**config.mk**
```make
export PLATFORM = sky130hd
export DESIGN_NAME = rc_differential_drive_mixer_core_flat
export DESIGN_NICKNAME = d
export VERILOG_FILES = /design/src/rcddm_pkg.sv /design/src/rcddm_if.sv /design/src/rcddm_muldiv.sv /design/src/rcddm_datapath.sv /design/src/rcddm_ctrl.sv /design/src/rc_differential_drive_mixer_core.sv /design/src/flat_wrapper.sv
export SDC_FILE = /design/constraint.sdc
export NUM_CORES = 2
export LEC_CHECK = 0
export ABC_CLOCK_PERIOD_IN_PS = 8400
export BUFFER_PORTS_ARGS = -buffer_cell sky130_fd_sc_hd__buf_2
export CAP_MARGIN = 5
export CORE_ASPECT_RATIO = 0.5
export CORE_MARGIN = 2
export CORE_UTILIZATION = 64
export DETAILED_ROUTE_END_ITERATION = 8
export GPL_ROUTABILITY_DRIVEN = 0
export PLACE_DENSITY = 0.85
export SLEW_MARGIN = 20
export SYNTH_ARGS = -nofsm -noshare
export SYNTH_HDL_FRONTEND = slang
export SYNTH_SLANG_ARGS = --single-unit
```
**constraint.sdc**
```tcl
create_clock -name clock -period 8.4 [get_ports clock]
set_input_delay 0.84 -clock clock [delete_from_list [all_inputs] [get_ports clock]]
set_output_delay 0.84 -clock clock [all_outputs]
set_load 0.005 [all_outputs]
```
**src/rcddm_pkg.sv**
```systemverilog
package rcddm_pkg;

   // field widths
   localparam int CHANNEL_WIDTH = 11;
   localparam int GAIN_W        = 7;
   localparam int DB_W          = 9;
   localparam int PCT_W         = 8;
   localparam int DAC_W         = 8;
   localparam int MODE_W        = 2;
   localparam int CSR_IDX_W     = 3;
   localparam int CSR_DATA_W    = 9;

   // shared multiply / divide-by-100 unit widths
   localparam int OPA_W  = CHANNEL_WIDTH + GAIN_W;
   localparam int PROD_W = OPA_W + PCT_W;
   localparam int QUO_W  = PROD_W - 6;
   localparam int MREC_W = PROD_W + QUO_W;
   localparam int DIV_BASE = 100;
   localparam longint unsigned RECIP_FULL = (64'd1 << PROD_W) / DIV_BASE;
   localparam logic [QUO_W-1:0] RECIP = QUO_W'(RECIP_FULL);

   // channel thresholds
   localparam logic [CHANNEL_WIDTH-1:0] MID_VAL   = CHANNEL_WIDTH'(1500);
   localparam logic [CHANNEL_WIDTH-1:0] BRAKE_MIN = CHANNEL_WIDTH'(1000);

   // fixed percentages
   localparam logic [PCT_W-1:0] PCT_UNITY      = PCT_W'(100);
   localparam logic [PCT_W-1:0] PCT_ZERO       = PCT_W'(0);
   localparam logic [PCT_W-1:0] PCT_ONE        = PCT_W'(1);
   localparam logic [PCT_W-1:0] TURN_SPEED_PCT = PCT_W'(85);
   localparam logic [PCT_W-1:0] SPIN_LEFT_PCT  = PCT_W'(120);
   localparam logic [PCT_W-1:0] SPIN_RIGHT_PCT = PCT_W'(90);
   // 255 / 500 reduced to a percentage
   localparam logic [PCT_W-1:0] DAC_SCALE_PCT  = PCT_W'(51);
   localparam logic [DAC_W-1:0] DAC_MAX        = DAC_W'(255);

   // register reset values
   localparam logic [GAIN_W-1:0] RST_FULL_SPEED = GAIN_W'(75);
   localparam logic [GAIN_W-1:0] RST_LOW_SPEED  = GAIN_W'(55);
   localparam logic [DB_W-1:0]   RST_THR_DB     = DB_W'(25);
   localparam logic [DB_W-1:0]   RST_STEER_DB   = DB_W'(15);
   localparam logic [PCT_W-1:0]  RST_TURN_FAST  = PCT_W'(135);
   localparam logic [PCT_W-1:0]  RST_TURN_SLOW  = PCT_W'(75);
   localparam logic [PCT_W-1:0]  RST_REV_BOOST  = PCT_W'(120);
   localparam logic [PCT_W-1:0]  RST_RIGHT_BAL  = PCT_W'(115);

   typedef enum logic [CSR_IDX_W-1:0] {
      CSR_FULL_SPEED  = 3'd0,
      CSR_LOW_SPEED   = 3'd1,
      CSR_THR_DB      = 3'd2,
      CSR_STEER_DB    = 3'd3,
      CSR_TURN_FAST   = 3'd4,
      CSR_TURN_SLOW   = 3'd5,
      CSR_REV_BOOST   = 3'd6,
      CSR_RIGHT_BAL   = 3'd7
   } csr_index_type;

   typedef enum logic [MODE_W-1:0] {
      MODE_IDLE    = 2'd0,
      MODE_FORWARD = 2'd1,
      MODE_BACK    = 2'd2,
      MODE_BRAKE   = 2'd3
   } drive_mode_type;

   typedef enum logic [1:0] {
      PATH_STOP,
      PATH_MOVE,
      PATH_SPIN
   } path_type;

   typedef enum logic [3:0] {
      OP_SPD,
      OP_BOOST,
      OP_OUTER,
      OP_INNER,
      OP_TURN_MUL,
      OP_TURN_PCT,
      OP_TURN_DIV,
      OP_SPIN_L,
      OP_SPIN_R,
      OP_BAL,
      OP_DAC_L,
      OP_DAC_R
   } op_type;

   typedef enum logic [2:0] {
      ST_IDLE,
      ST_DECODE,
      ST_ISSUE,
      ST_WAIT,
      ST_SEND
   } state_type;

   typedef struct packed {
      logic   capture;
      logic   decode;
      logic   issue;
      op_type op;
      logic   load_out;
   } ctrl_cmd_type;

   typedef struct packed {
      path_type path;
      logic     back;
      logic     turning;
      logic     step_done;
   } dp_status_type;

   typedef struct packed {
      logic             issue;
      op_type           op;
      logic             div_en;
      logic [OPA_W-1:0] a;
      logic [PCT_W-1:0] b;
   } muldiv_req_type;

   typedef struct packed {
      logic             done;
      op_type           op;
      logic [OPA_W-1:0] result;
   } muldiv_rsp_type;

endpackage

```
**src/rcddm_if.sv**
```systemverilog
// request channel: one decoded radio frame
interface rcddm_req_if;
   logic                                valid;
   logic                                ready;
   logic                                frame_valid;
   logic [rcddm_pkg::CHANNEL_WIDTH-1:0] throttle_channel;
   logic [rcddm_pkg::CHANNEL_WIDTH-1:0] steer_channel;
   logic [rcddm_pkg::CHANNEL_WIDTH-1:0] brake_channel;
   logic [rcddm_pkg::CHANNEL_WIDTH-1:0] pivot_mode_channel;
   logic [rcddm_pkg::CHANNEL_WIDTH-1:0] speed_select_channel;

   modport source (
      output valid, frame_valid, throttle_channel, steer_channel, brake_channel,
             pivot_mode_channel, speed_select_channel,
      input  ready
   );

   modport sink (
      input  valid, frame_valid, throttle_channel, steer_channel, brake_channel,
             pivot_mode_channel, speed_select_channel,
      output ready
   );
endinterface

// response channel: drive codes and lines
interface rcddm_rsp_if;
   logic                         valid;
   logic                         ready;
   logic [rcddm_pkg::DAC_W-1:0]  dac_left;
   logic [rcddm_pkg::DAC_W-1:0]  dac_right;
   logic                         brake_on;
   logic                         reverse_left;
   logic                         reverse_right;
   logic [rcddm_pkg::MODE_W-1:0] drive_mode;

   modport source (
      output valid, dac_left, dac_right, brake_on, reverse_left, reverse_right,
             drive_mode,
      input  ready
   );

   modport sink (
      input  valid, dac_left, dac_right, brake_on, reverse_left, reverse_right,
             drive_mode,
      output ready
   );
endinterface

```
**src/rcddm_muldiv.sv**
```systemverilog
module rcddm_muldiv (
   input  logic                       clock,
   input  logic                       reset,
   input  rcddm_pkg::muldiv_req_type  req_in,
   output rcddm_pkg::muldiv_rsp_type  rsp_out
);
   import rcddm_pkg::*;

   logic              v1_ff, v1_in, v2_ff, v2_in;
   op_type            op1_ff, op1_in, op2_ff, op2_in;
   logic              div1_ff, div1_in, div2_ff, div2_in;
   logic [PROD_W-1:0] x1_ff, x1_in, x2_ff, x2_in;
   logic [MREC_W-1:0] m_ff, m_in;
   logic [QUO_W-1:0]  q0;
   logic [QUO_W-1:0]  q;
   logic [PROD_W-1:0] q0_times_base;
   logic [PROD_W-1:0] rem;

   // stage 1: product, stage 2: reciprocal product
   always_comb begin
      v1_in   = req_in.issue;
      op1_in  = req_in.op;
      div1_in = req_in.div_en;
      x1_in   = PROD_W'(req_in.a) * PROD_W'(req_in.b);
      v2_in   = v1_ff;
      op2_in  = op1_ff;
      div2_in = div1_ff;
      x2_in   = x1_ff;
      m_in    = MREC_W'(x1_ff) * MREC_W'(RECIP);
   end

   // stage 3: quotient estimate is low by at most one, fix with one compare
   always_comb begin
      q0            = m_ff[PROD_W +: QUO_W];
      q0_times_base = PROD_W'(q0) * PROD_W'(DIV_BASE);
      rem           = x2_ff - q0_times_base;
      q             = q0 + QUO_W'(rem >= PROD_W'(DIV_BASE));
   end

   assign rsp_out.done   = v2_ff;
   assign rsp_out.op     = op2_ff;
   assign rsp_out.result = div2_ff ? OPA_W'(q) : OPA_W'(x2_ff);

   always_ff @(posedge clock) begin
      if (reset) begin
         v1_ff <= 1'b0;
         v2_ff <= 1'b0;
      end else begin
         v1_ff <= v1_in;
         v2_ff <= v2_in;
      end
   end

   always_ff @(posedge clock) begin
      op1_ff  <= op1_in;
      op2_ff  <= op2_in;
      div1_ff <= div1_in;
      div2_ff <= div2_in;
      x1_ff   <= x1_in;
      x2_ff   <= x2_in;
      m_ff    <= m_in;
   end

endmodule

```
**src/rcddm_datapath.sv**
```systemverilog
module rcddm_datapath (
   input  logic                                clock,
   input  logic                                reset,
   input  rcddm_pkg::ctrl_cmd_type             cmd,
   output rcddm_pkg::dp_status_type            status,
   input  logic                                frame_valid,
   input  logic [rcddm_pkg::CHANNEL_WIDTH-1:0] throttle_channel,
   input  logic [rcddm_pkg::CHANNEL_WIDTH-1:0] steer_channel,
   input  logic [rcddm_pkg::CHANNEL_WIDTH-1:0] brake_channel,
   input  logic [rcddm_pkg::CHANNEL_WIDTH-1:0] pivot_mode_channel,
   input  logic [rcddm_pkg::CHANNEL_WIDTH-1:0] speed_select_channel,
   input  logic                                csr_wr_en,
   input  logic [rcddm_pkg::CSR_IDX_W-1:0]     csr_index,
   input  logic [rcddm_pkg::CSR_DATA_W-1:0]    csr_wdata,
   output logic [rcddm_pkg::DAC_W-1:0]         dac_left,
   output logic [rcddm_pkg::DAC_W-1:0]         dac_right,
   output logic                                brake_on,
   output logic                                reverse_left,
   output logic                                reverse_right,
   output logic [rcddm_pkg::MODE_W-1:0]        drive_mode
);
   import rcddm_pkg::*;

   // configuration registers
   logic [GAIN_W-1:0] full_ff, full_in, low_ff, low_in;
   logic [DB_W-1:0]   tdb_ff, tdb_in, sdb_ff, sdb_in;
   logic [PCT_W-1:0]  fast_ff, fast_in, slow_ff, slow_in;
   logic [PCT_W-1:0]  boost_ff, boost_in, bal_ff, bal_in;

   // captured request
   logic                     fv_ff, fv_in;
   logic [CHANNEL_WIDTH-1:0] thr_ff, thr_in, str_ff, str_in, brk_ff, brk_in;
   logic [CHANNEL_WIDTH-1:0] piv_ff, piv_in, sel_ff, sel_in;

   // held state and working values
   logic [GAIN_W-1:0] gain_ff, gain_in;
   logic              pin_l_ff, pin_l_in, pin_r_ff, pin_r_in;
   drive_mode_type    mode_ff, mode_in;
   logic              brake_ff, brake_in;
   logic [OPA_W-1:0]  spd_ff, spd_in, tmp_ff, tmp_in;
   logic [OPA_W-1:0]  lvl_l_ff, lvl_l_in, lvl_r_ff, lvl_r_in;

   // response registers
   logic [DAC_W-1:0]  out_dac_l_ff, out_dac_l_in, out_dac_r_ff, out_dac_r_in;
   logic              out_brake_ff, out_brake_in;
   logic              out_rev_l_ff, out_rev_l_in, out_rev_r_ff, out_rev_r_in;
   drive_mode_type    out_mode_ff, out_mode_in;

   // frame decode
   logic                     brake_btn, go, moving, turning, forward;
   logic                     turn_right, pivot, outer_left;
   logic [CHANNEL_WIDTH-1:0] toff, soff;
   path_type                 path;
   drive_mode_type           mode_dec;

   muldiv_req_type md_req;
   muldiv_rsp_type md_rsp;

   rcddm_muldiv u_muldiv (
      .clock   (clock),
      .reset   (reset),
      .req_in  (md_req),
      .rsp_out (md_rsp)
   );

   // decode of the captured frame
   always_comb begin
      brake_btn  = (brk_ff > BRAKE_MIN) && (brk_ff != MID_VAL);
      toff       = (thr_ff >= MID_VAL) ? thr_ff - MID_VAL : MID_VAL - thr_ff;
      soff       = (str_ff >= MID_VAL) ? str_ff - MID_VAL : MID_VAL - str_ff;
      go         = fv_ff && !brake_btn;
      moving     = toff > CHANNEL_WIDTH'(tdb_ff);
      turning    = soff > CHANNEL_WIDTH'(sdb_ff);
      forward    = thr_ff > MID_VAL;
      turn_right = str_ff > MID_VAL;
      pivot      = piv_ff < MID_VAL;
      outer_left = (turn_right == forward);
      priority if (!go) begin
         path     = PATH_STOP;
         mode_dec = MODE_BRAKE;
      end else if (moving) begin
         path     = PATH_MOVE;
         mode_dec = forward ? MODE_FORWARD : MODE_BACK;
      end else if (turning) begin
         path     = PATH_SPIN;
         mode_dec = MODE_IDLE;
      end else begin
         path     = PATH_STOP;
         mode_dec = MODE_IDLE;
      end
   end

   assign status.path      = path;
   assign status.back      = !forward;
   assign status.turning   = turning;
   assign status.step_done = md_rsp.done;

   // operand selection for the current step
   always_comb begin
      md_req.issue  = cmd.issue;
      md_req.op     = cmd.op;
      md_req.div_en = 1'b1;
      unique case (cmd.op)
         OP_SPD: begin
            md_req.a = OPA_W'(toff);
            md_req.b = PCT_W'(gain_ff);
         end
         OP_BOOST: begin
            md_req.a = spd_ff;
            md_req.b = boost_ff;
         end
         OP_OUTER: begin
            md_req.a = spd_ff;
            md_req.b = pivot ? PCT_UNITY : fast_ff;
         end
         OP_INNER: begin
            md_req.a = spd_ff;
            md_req.b = pivot ? PCT_ZERO : slow_ff;
         end
         OP_TURN_MUL: begin
            md_req.a      = OPA_W'(soff);
            md_req.b      = PCT_W'(gain_ff);
            md_req.div_en = 1'b0;
         end
         OP_TURN_PCT: begin
            md_req.a = tmp_ff;
            md_req.b = TURN_SPEED_PCT;
         end
         OP_TURN_DIV: begin
            md_req.a = tmp_ff;
            md_req.b = PCT_ONE;
         end
         OP_SPIN_L: begin
            md_req.a = tmp_ff;
            md_req.b = SPIN_LEFT_PCT;
         end
         OP_SPIN_R: begin
            md_req.a = tmp_ff;
            md_req.b = SPIN_RIGHT_PCT;
         end
         OP_BAL: begin
            md_req.a = lvl_r_ff;
            md_req.b = bal_ff;
         end
         OP_DAC_L: begin
            md_req.a = lvl_l_ff;
            md_req.b = DAC_SCALE_PCT;
         end
         OP_DAC_R: begin
            md_req.a = lvl_r_ff;
            md_req.b = DAC_SCALE_PCT;
         end
         default: begin
            md_req.a = '0;
            md_req.b = '0;
         end
      endcase
   end

   // configuration writes
   always_comb begin
      full_in  = full_ff;
      low_in   = low_ff;
      tdb_in   = tdb_ff;
      sdb_in   = sdb_ff;
      fast_in  = fast_ff;
      slow_in  = slow_ff;
      boost_in = boost_ff;
      bal_in   = bal_ff;
      if (csr_wr_en) begin
         unique case (csr_index_type'(csr_index))
            CSR_FULL_SPEED: full_in  = csr_wdata[GAIN_W-1:0];
            CSR_LOW_SPEED:  low_in   = csr_wdata[GAIN_W-1:0];
            CSR_THR_DB:     tdb_in   = csr_wdata[DB_W-1:0];
            CSR_STEER_DB:   sdb_in   = csr_wdata[DB_W-1:0];
            CSR_TURN_FAST:  fast_in  = csr_wdata[PCT_W-1:0];
            CSR_TURN_SLOW:  slow_in  = csr_wdata[PCT_W-1:0];
            CSR_REV_BOOST:  boost_in = csr_wdata[PCT_W-1:0];
            CSR_RIGHT_BAL:  bal_in   = csr_wdata[PCT_W-1:0];
            default: ;
         endcase
      end
   end

   // request capture
   always_comb begin
      fv_in  = fv_ff;
      thr_in = thr_ff;
      str_in = str_ff;
      brk_in = brk_ff;
      piv_in = piv_ff;
      sel_in = sel_ff;
      if (cmd.capture) begin
         fv_in  = frame_valid;
         thr_in = throttle_channel;
         str_in = steer_channel;
         brk_in = brake_channel;
         piv_in = pivot_mode_channel;
         sel_in = speed_select_channel;
      end
   end

   // frame state update and step write-back
   always_comb begin
      gain_in  = gain_ff;
      pin_l_in = pin_l_ff;
      pin_r_in = pin_r_ff;
      mode_in  = mode_ff;
      brake_in = brake_ff;
      spd_in   = spd_ff;
      tmp_in   = tmp_ff;
      lvl_l_in = lvl_l_ff;
      lvl_r_in = lvl_r_ff;
      if (cmd.decode) begin
         // gain kept while the selector sits exactly at mid
         if (fv_ff && (sel_ff > MID_VAL)) begin
            gain_in = low_ff;
         end else if (fv_ff && (sel_ff < MID_VAL)) begin
            gain_in = full_ff;
         end
         mode_in  = mode_dec;
         brake_in = !go;
         lvl_l_in = '0;
         lvl_r_in = '0;
         unique case (path)
            PATH_MOVE: begin
               pin_l_in = !forward;
               pin_r_in = !forward;
            end
            PATH_SPIN: begin
               pin_l_in = !turn_right;
               pin_r_in = turn_right;
            end
            default: ;
         endcase
      end else if (md_rsp.done) begin
         unique case (md_rsp.op)
            OP_SPD, OP_BOOST: begin
               spd_in   = md_rsp.result;
               lvl_l_in = md_rsp.result;
               lvl_r_in = md_rsp.result;
            end
            OP_OUTER: begin
               if (outer_left) begin
                  lvl_l_in = md_rsp.result;
               end else begin
                  lvl_r_in = md_rsp.result;
               end
            end
            OP_INNER: begin
               if (outer_left) begin
                  lvl_r_in = md_rsp.result;
               end else begin
                  lvl_l_in = md_rsp.result;
               end
            end
            OP_TURN_MUL, OP_TURN_PCT, OP_TURN_DIV: tmp_in = md_rsp.result;
            OP_SPIN_L, OP_DAC_L:                   lvl_l_in = md_rsp.result;
            OP_SPIN_R, OP_BAL, OP_DAC_R:           lvl_r_in = md_rsp.result;
            default: ;
         endcase
      end
   end

   // response load with saturation to the dac range
   always_comb begin
      out_dac_l_in = out_dac_l_ff;
      out_dac_r_in = out_dac_r_ff;
      out_brake_in = out_brake_ff;
      out_rev_l_in = out_rev_l_ff;
      out_rev_r_in = out_rev_r_ff;
      out_mode_in  = out_mode_ff;
      if (cmd.load_out) begin
         out_dac_l_in = (lvl_l_ff > OPA_W'(DAC_MAX)) ? DAC_MAX : lvl_l_ff[DAC_W-1:0];
         out_dac_r_in = (lvl_r_ff > OPA_W'(DAC_MAX)) ? DAC_MAX : lvl_r_ff[DAC_W-1:0];
         out_brake_in = brake_ff;
         out_rev_l_in = pin_l_ff;
         out_rev_r_in = pin_r_ff;
         out_mode_in  = mode_ff;
      end
   end

   assign dac_left      = out_dac_l_ff;
   assign dac_right     = out_dac_r_ff;
   assign brake_on      = out_brake_ff;
   assign reverse_left  = out_rev_l_ff;
   assign reverse_right = out_rev_r_ff;
   assign drive_mode    = out_mode_ff;

   // state with reset values
   always_ff @(posedge clock) begin
      if (reset) begin
         full_ff  <= RST_FULL_SPEED;
         low_ff   <= RST_LOW_SPEED;
         tdb_ff   <= RST_THR_DB;
         sdb_ff   <= RST_STEER_DB;
         fast_ff  <= RST_TURN_FAST;
         slow_ff  <= RST_TURN_SLOW;
         boost_ff <= RST_REV_BOOST;
         bal_ff   <= RST_RIGHT_BAL;
         gain_ff  <= RST_LOW_SPEED;
         pin_l_ff <= 1'b0;
         pin_r_ff <= 1'b0;
      end else begin
         full_ff  <= full_in;
         low_ff   <= low_in;
         tdb_ff   <= tdb_in;
         sdb_ff   <= sdb_in;
         fast_ff  <= fast_in;
         slow_ff  <= slow_in;
         boost_ff <= boost_in;
         bal_ff   <= bal_in;
         gain_ff  <= gain_in;
         pin_l_ff <= pin_l_in;
         pin_r_ff <= pin_r_in;
      end
   end

   // payload registers
   always_ff @(posedge clock) begin
      fv_ff        <= fv_in;
      thr_ff       <= thr_in;
      str_ff       <= str_in;
      brk_ff       <= brk_in;
      piv_ff       <= piv_in;
      sel_ff       <= sel_in;
      mode_ff      <= mode_in;
      brake_ff     <= brake_in;
      spd_ff       <= spd_in;
      tmp_ff       <= tmp_in;
      lvl_l_ff     <= lvl_l_in;
      lvl_r_ff     <= lvl_r_in;
      out_dac_l_ff <= out_dac_l_in;
      out_dac_r_ff <= out_dac_r_in;
      out_brake_ff <= out_brake_in;
      out_rev_l_ff <= out_rev_l_in;
      out_rev_r_ff <= out_rev_r_in;
      out_mode_ff  <= out_mode_in;
   end

endmodule

```
**src/rcddm_ctrl.sv**
```systemverilog
module rcddm_ctrl (
   input  logic                     clock,
   input  logic                     reset,
   input  logic                     req_valid,
   output logic                     req_ready,
   output logic                     rsp_valid,
   input  logic                     rsp_ready,
   input  rcddm_pkg::dp_status_type status,
   output rcddm_pkg::ctrl_cmd_type  cmd
);
   import rcddm_pkg::*;

   state_type state_ff, state_in;
   op_type    op_ff, op_in;
   logic      out_valid_ff, out_valid_in;
   logic      load;

   // step that follows the one just finished
   function automatic op_type next_op(input op_type cur, input dp_status_type st);
      op_type nxt;
      unique case (cur)
         OP_SPD:      nxt = st.back ? OP_BOOST : (st.turning ? OP_OUTER : OP_BAL);
         OP_BOOST:    nxt = st.turning ? OP_OUTER : OP_BAL;
         OP_OUTER:    nxt = OP_INNER;
         OP_INNER:    nxt = OP_BAL;
         OP_TURN_MUL: nxt = OP_TURN_PCT;
         OP_TURN_PCT: nxt = OP_TURN_DIV;
         OP_TURN_DIV: nxt = OP_SPIN_L;
         OP_SPIN_L:   nxt = OP_SPIN_R;
         OP_SPIN_R:   nxt = OP_BAL;
         OP_BAL:      nxt = OP_DAC_L;
         OP_DAC_L:    nxt = OP_DAC_R;
         OP_DAC_R:    nxt = OP_DAC_R;
         default:     nxt = OP_DAC_R;
      endcase
      return nxt;
   endfunction

   assign load = (state_ff == ST_SEND) && (!out_valid_ff || rsp_ready);

   // next state
   always_comb begin
      state_in = state_ff;
      op_in    = op_ff;
      unique case (state_ff)
         ST_IDLE: begin
            if (req_valid) begin
               state_in = ST_DECODE;
            end
         end
         ST_DECODE: begin
            unique case (status.path)
               PATH_MOVE: begin
                  state_in = ST_ISSUE;
                  op_in    = OP_SPD;
               end
               PATH_SPIN: begin
                  state_in = ST_ISSUE;
                  op_in    = OP_TURN_MUL;
               end
               default: state_in = ST_SEND;
            endcase
         end
         ST_ISSUE: state_in = ST_WAIT;
         ST_WAIT: begin
            if (status.step_done) begin
               if (op_ff == OP_DAC_R) begin
                  state_in = ST_SEND;
               end else begin
                  state_in = ST_ISSUE;
                  op_in    = next_op(op_ff, status);
               end
            end
         end
         ST_SEND: begin
            if (load) begin
               state_in = ST_IDLE;
            end
         end
         default: state_in = ST_IDLE;
      endcase
   end

   // response register valid
   always_comb begin
      if (load) begin
         out_valid_in = 1'b1;
      end else if (rsp_ready) begin
         out_valid_in = 1'b0;
      end else begin
         out_valid_in = out_valid_ff;
      end
   end

   // outputs
   always_comb begin
      req_ready    = (state_ff == ST_IDLE);
      rsp_valid    = out_valid_ff;
      cmd.capture  = (state_ff == ST_IDLE) && req_valid;
      cmd.decode   = (state_ff == ST_DECODE);
      cmd.issue    = (state_ff == ST_ISSUE);
      cmd.op       = op_ff;
      cmd.load_out = load;
   end

   always_ff @(posedge clock) begin
      if (reset) begin
         state_ff     <= ST_IDLE;
         op_ff        <= OP_SPD;
         out_valid_ff <= 1'b0;
      end else begin
         state_ff     <= state_in;
         op_ff        <= op_in;
         out_valid_ff <= out_valid_in;
      end
   end

endmodule

```
**src/rc_differential_drive_mixer_core.sv**
```systemverilog
// Two-motor drive mixer: each request is one decoded radio frame, each response the
// left/right DAC codes, brake line, reverse lines and drive mode. A lost frame or the
// brake button answers with zero codes and brake without any arithmetic step; moving
// frames take 4 to 7 steps and idle spin frames 8 steps of a shared multiply and
// divide-by-100 unit, one step at a time, and the next request is taken as soon as
// the result sits in the response register. Configuration registers (index 0 to 7:
// full gain, low gain, throttle deadband, steer deadband, turn fast %, turn slow %,
// reverse boost %, right balance %) are written through the csr port; the user must
// write them only while idle, the block itself does not enforce it.
module rc_differential_drive_mixer_core (
   input  logic                             clock,
   input  logic                             reset,
   rcddm_req_if.sink                        req_chan,
   rcddm_rsp_if.source                      rsp_chan,
   input  logic                             csr_wr_en,
   input  logic [rcddm_pkg::CSR_IDX_W-1:0]  csr_index,
   input  logic [rcddm_pkg::CSR_DATA_W-1:0] csr_wdata
);
   import rcddm_pkg::*;

   ctrl_cmd_type  cmd;
   dp_status_type status;

   // sequencer
   rcddm_ctrl u_ctrl (
      .clock     (clock),
      .reset     (reset),
      .req_valid (req_chan.valid),
      .req_ready (req_chan.ready),
      .rsp_valid (rsp_chan.valid),
      .rsp_ready (rsp_chan.ready),
      .status    (status),
      .cmd       (cmd)
   );

   // decode, arithmetic and response registers
   rcddm_datapath u_datapath (
      .clock                (clock),
      .reset                (reset),
      .cmd                  (cmd),
      .status               (status),
      .frame_valid          (req_chan.frame_valid),
      .throttle_channel     (req_chan.throttle_channel),
      .steer_channel        (req_chan.steer_channel),
      .brake_channel        (req_chan.brake_channel),
      .pivot_mode_channel   (req_chan.pivot_mode_channel),
      .speed_select_channel (req_chan.speed_select_channel),
      .csr_wr_en            (csr_wr_en),
      .csr_index            (csr_index),
      .csr_wdata            (csr_wdata),
      .dac_left             (rsp_chan.dac_left),
      .dac_right            (rsp_chan.dac_right),
      .brake_on             (rsp_chan.brake_on),
      .reverse_left         (rsp_chan.reverse_left),
      .reverse_right        (rsp_chan.reverse_right),
      .drive_mode           (rsp_chan.drive_mode)
   );

endmodule

```
**src/flat_wrapper.sv**
```systemverilog
// flat-port wrapper written by rule: the top's interface ports become plain ports
module rc_differential_drive_mixer_core_flat import rcddm_pkg::*;
  (clock, reset, csr_wr_en, csr_index, csr_wdata, req_chan_valid, req_chan_frame_valid, req_chan_throttle_channel, req_chan_steer_channel, req_chan_brake_channel, req_chan_pivot_mode_channel, req_chan_speed_select_channel, req_chan_ready, rsp_chan_valid, rsp_chan_dac_left, rsp_chan_dac_right, rsp_chan_brake_on, rsp_chan_reverse_left, rsp_chan_reverse_right, rsp_chan_drive_mode, rsp_chan_ready);
  rcddm_req_if req_chan_i ();
  rcddm_rsp_if rsp_chan_i ();
  input  logic clock;
  input  logic reset;
  input  logic csr_wr_en;
  input  logic [rcddm_pkg::CSR_IDX_W-1:0] csr_index;
  input  logic [rcddm_pkg::CSR_DATA_W-1:0] csr_wdata;
  input wire logic [$bits(req_chan_i.valid)-1:0] req_chan_valid;
  input wire logic [$bits(req_chan_i.frame_valid)-1:0] req_chan_frame_valid;
  input wire logic [$bits(req_chan_i.throttle_channel)-1:0] req_chan_throttle_channel;
  input wire logic [$bits(req_chan_i.steer_channel)-1:0] req_chan_steer_channel;
  input wire logic [$bits(req_chan_i.brake_channel)-1:0] req_chan_brake_channel;
  input wire logic [$bits(req_chan_i.pivot_mode_channel)-1:0] req_chan_pivot_mode_channel;
  input wire logic [$bits(req_chan_i.speed_select_channel)-1:0] req_chan_speed_select_channel;
  output wire logic [$bits(req_chan_i.ready)-1:0] req_chan_ready;
  output wire logic [$bits(rsp_chan_i.valid)-1:0] rsp_chan_valid;
  output wire logic [$bits(rsp_chan_i.dac_left)-1:0] rsp_chan_dac_left;
  output wire logic [$bits(rsp_chan_i.dac_right)-1:0] rsp_chan_dac_right;
  output wire logic [$bits(rsp_chan_i.brake_on)-1:0] rsp_chan_brake_on;
  output wire logic [$bits(rsp_chan_i.reverse_left)-1:0] rsp_chan_reverse_left;
  output wire logic [$bits(rsp_chan_i.reverse_right)-1:0] rsp_chan_reverse_right;
  output wire logic [$bits(rsp_chan_i.drive_mode)-1:0] rsp_chan_drive_mode;
  input wire logic [$bits(rsp_chan_i.ready)-1:0] rsp_chan_ready;
  assign req_chan_i.valid = req_chan_valid;
  assign req_chan_i.frame_valid = req_chan_frame_valid;
  assign req_chan_i.throttle_channel = req_chan_throttle_channel;
  assign req_chan_i.steer_channel = req_chan_steer_channel;
  assign req_chan_i.brake_channel = req_chan_brake_channel;
  assign req_chan_i.pivot_mode_channel = req_chan_pivot_mode_channel;
  assign req_chan_i.speed_select_channel = req_chan_speed_select_channel;
  assign req_chan_ready = req_chan_i.ready;
  assign rsp_chan_valid = rsp_chan_i.valid;
  assign rsp_chan_dac_left = rsp_chan_i.dac_left;
  assign rsp_chan_dac_right = rsp_chan_i.dac_right;
  assign rsp_chan_brake_on = rsp_chan_i.brake_on;
  assign rsp_chan_reverse_left = rsp_chan_i.reverse_left;
  assign rsp_chan_reverse_right = rsp_chan_i.reverse_right;
  assign rsp_chan_drive_mode = rsp_chan_i.drive_mode;
  assign rsp_chan_i.ready = rsp_chan_ready;
  rc_differential_drive_mixer_core u_core (.clock(clock), .reset(reset), .req_chan(req_chan_i), .rsp_chan(rsp_chan_i), .csr_wr_en(csr_wr_en), .csr_index(csr_index), .csr_wdata(csr_wdata));
endmodule
```
==> results.py <==
metrics = {
    "timing": {
        "timing.hold.ws_ps": 330.1,
        "fmax_mhz": 128.2,
        "max-slew-margin-rel_pct": 19.94,
        "finalClockSkew_ps": 28.47,
        "setup_tns_ps": 0,
        "timing.final.crit_period_ps": 7801,
        "period_share_pct": 92.87,
        "hold_viol": 0,
        "slew_viol_final": 0,
        "rsz0062_at_grt": "false",
        "worst_pin_slew_ps": 1197,
        "setup_viol": 0,
    },
    "clocking": {
        "cts_resized": 0,
        "hold_buffers": 0,
        "cts.sink_count": 315,
        "postCtsSetupRepairBufs": 0,
        "cts_tree": "built",
        "cts-root-buf": "clkbuf_16",
        "clock_latency_ps": 590,
        "cts_made_buffers": 28,
        "path_clk_slew_ps": 70,
        "h-tree-depth": 1,
        "cts_max_path_buffers": 3,
    },
    "setup_path": {
        "worstSetupEndpointType": "flop",
        "cp-start-kind": "flop",
        "critical_path_class": "reg -> reg",
        "r2r_setup_slack_ps": 600,
        "crit-reg2reg-launch": "u_core.u_datapath.thr_ff[0]$_DFFE_PP_",
        "ff2ff_path_depth": 29,
        "path_delay_family": "adder cells",
        "path_buf_inv": 3,
        "critPathMaxStageDelay_ps": 580,
        "crit_slowest_cell": "nor2_1",
        "reg2reg_to": "u_core.u_datapath.u_muldiv.x1_ff[24]$_DFF_P_",
        "crit_arrival_ps": 8260,
        "cpMostUsedCell": "fa_1",
        "crit_required_ps": 8860,
        "cp_max_fo": 12,
    },
    "die": {
        "core_um2": 42110,
        "die_h_um": 150.3,
        "start_util_pct": 65.04,
        "rows": 53,
        "die_x_um": 296.6,
        "io_pins": 96,
        "dieArea_um2": 44560,
    },
    "yosys": {
        "synth_edf_count": 114,
        "synth_cell_types": 91,
        "synthCells": 2750,
        "avgSynthCellArea_um2": 9.959,
        "synth-seq-area-share_pct": 27.19,
        "syn_nets": 3466,
        "synth_flop_cell": "dfxtp_1",
        "synthArstFlopShare_pct": 0,
        "yosysWarnings": 0,
        "synth_area_um2": 27390,
        "ys_ff_latch": 315,
    },
    "cells_and_area": {
        "drive_gt1_share_pct": 8.878,
        "final_nets": 3555,
        "fillerInstances": 2894,
        "syn2layout_area_growth_pct": 7.840,
        "finish.utilization_pct": 70.14,
        "multiInputGateArea_um2": 18240,
        "regArea_um2": 7447,
        "stdcell_count": 3438,
        "num_antenna_cells": 0,
    },
    "min_path": {
        "min_path_cells": 0,
        "hp-class": "reg -> reg",
        "holdCritStartpoint": "u_core.u_datapath.u_muldiv.op1_ff[3]$_DFF_P_",
        "holdPathEnd": "u_core.u_datapath.u_muldiv.op2_ff[3]$_DFF_P_",
    },
    "global_route": {
        "grt_use_total_pct": 30.25,
        "grt_overflow": 0,
        "grt_start_max_net_pins": 86,
        "first_global_vias": 21200,
        "grt_antenna_before_repair": 0,
        "grt_pass1_wl_um": 106600,
    },
    "detailed_routing": {
        "num_vias": 20590,
        "detail_route.wl_per_cell_um": 18.94,
        "ant_nets": 0,
        "viasPerCell": 5.988,
        "drt-initial-drc-count": 1695,
        "wl_um": 65100,
        "drt_drc_violations_left": 0,
        "dr.pass1.iters": 6,
    },
    "place": {
        "portBuffers": 93,
        "dp_hpwl_um": 50540,
        "dp_cells": 3386,
    },
    "status": {
        "outcome": "finished, final reports clean",
    },
    "job": {
        "maxCapViolations": 0,
    },
}
flip-flops by register name, indices dropped and copies added (netlist names), 18 cells and up:
register,flops
u_core.u_datapath.tmp_ff,18
u_core.u_datapath.u_muldiv.m_ff,20
u_core.u_datapath.u_muldiv.x2_ff,26
u_core.u_datapath.lvl_r_ff,18
u_core.u_datapath.lvl_l_ff,18
u_core.u_datapath.spd_ff,18
u_core.u_datapath.u_muldiv.x1_ff,26
stage by stage:
| step | instance area (µm²) | setup WS [ps] |
|---|---|---|
| after detailed placement | 28610 | 744.6 |
| after global placement | 28610 | 856.2 |
| after global routing | 29530 | 72.54 |
| after CTS | 29530 | 649.6 |
| final | 29530 | 598.8 |
| after floorplan | 27390 | 1831 |
final cells by class:
class                           instances  area share (%)
Sequential cell                       315           25.21
Multi-Input combinational cell       1976           61.76
Timing Repair Buffer                  130           2.516
Inverter                              388           4.931
Tap cell                              577           2.444
Clock inverter                         13          0.4491
Clock buffer                           39           2.682
worst max path at each step:
| stage | startpoint | slack, ps | end | depth (start not counted) |
|---|---|---|---|---|
| 3_3_place_gp | u_core.u_datapath.thr_ff[0]$_DFFE_PP_ | 860 | u_core.u_datapath.u_muldiv.x1_ff[24]$_DFF_P_ | 29 |
| 4_1_cts | u_core.u_datapath.thr_ff[0]$_DFFE_PP_ | 650 | u_core.u_datapath.u_muldiv.x1_ff[24]$_DFF_P_ | 29 |
| 5_1_grt | u_core.u_datapath.thr_ff[0]$_DFFE_PP_ | 70 | u_core.u_datapath.u_muldiv.x1_ff[25]$_DFF_P_ | 28 |
| 6_report | u_core.u_datapath.thr_ff[0]$_DFFE_PP_ | 600 | u_core.u_datapath.u_muldiv.x1_ff[24]$_DFF_P_ | 29 |
| 2_1_floorplan | u_core.u_datapath.thr_ff[0]$_DFFE_PP_ | 1830 | u_core.u_datapath.u_muldiv.x1_ff[25]$_DFF_P_ | 28 |
| 3_5_place_dp | u_core.u_datapath.thr_ff[0]$_DFFE_PP_ | 740 | u_core.u_datapath.u_muldiv.x1_ff[25]$_DFF_P_ | 28 |
worst reg2reg max path: cells and delay by family (launching register included):
family	cells	cell delay [ps]
fa+ha+maj	6	2630
compound gates	10	2400
simple gates	8	1590
flops	1	500
xor+xnor	2	300
buf+inv	3	240
cells by family (layout without fill, tap and decap cells):
kind of cell,count (synthesis),count (layout),share of synthesized area [%]
adders and majority gates,643,643,37.35
buffers and inverters,459,570,6.410
muxes,55,55,2.015
AOI/OAI and AO/OA,424,424,10.95
xor gates and xnor gates,94,94,3.006
and+or+nand+nor,760,760,13.08
DFF,315,315,27.19
layout by cell type, fill, tap and decap left out, types with 6 or more instances in the layout:
master and n:
edfxtp_1 114, nor2b_1 41, nand2b_1 32, o21ai_0 59, o31ai_1 9, or2_2 41
o211ai_1 7, nand4_1 16, a31oi_1 17, dfxtp_1 201, xor2_1 32, nand3_1 55
nand2_1 182, buf_2 93, nor4_1 10, o21a_1 24, a211o_1 28, clkbuf_1 6
nor2_1 263, a222oi_1 18, nor3_1 46, a211oi_1 13, inv_1 388, nand3b_1 13
xnor2_1 62, mux2i_1 54, and3_1 12, o21ai_1 27, or2_1 9, and2_1 7
clkbuf_16 28, fa_1 291, buf_4 37, o21bai_1 9, a221oi_2 7, ha_1 352
a21o_1 14, a22oi_1 10, a21oi_1 110
routing by layer:
layer  up-vias  track usage [%]  part of all wire, %
li1       9489                -                    -
met1     10020            38.64                   40
met2       888            51.29                   48
met3       187            5.831                  8.6
met4         0            11.67                  3.7
met5         -                0                    0
synth_stat cells (6+ instances only):
library cell	n	area share (%)
buf_2	6	0.11
nand3b_1	13	0.36
clkbuf_1	48	0.66
nand2b_1	32	0.73
o21ai_1	27	0.49
xor2_1	32	1.0
and3_1	12	0.27
nor2_1	263	3.6
or2_1	9	0.21
a22oi_1	10	0.27
and2_1	8	0.18
a21o_1	14	0.38
o211ai_1	7	0.19
a221oi_2	7	0.38
nor4_1	12	0.27
o31ai_1	9	0.25
inv_1	388	5.3
nand2_1	182	2.5
o21bai_1	9	0.25
nand3_1	55	1.0
nor3_1	49	0.90
or2_2	41	0.94
fa_1	291	21
a211o_1	28	0.90
a21oi_1	110	2.0
buf_1	7	0.096
nand4_1	16	0.37
mux2i_1	54	2.0
ha_1	352	16
edfxtp_1	114	12
o21ai_0	59	1.1
a31oi_1	17	0.39
nor2b_1	41	0.94
o21a_1	24	0.66
xnor2_1	62	2.0
a222oi_1	18	0.66
dfxtp_1	201	15
a211oi_1	13	0.36
Power is not shown: default switching activity piles up to over one toggle a cycle in this logic, so the estimate is an artifact.
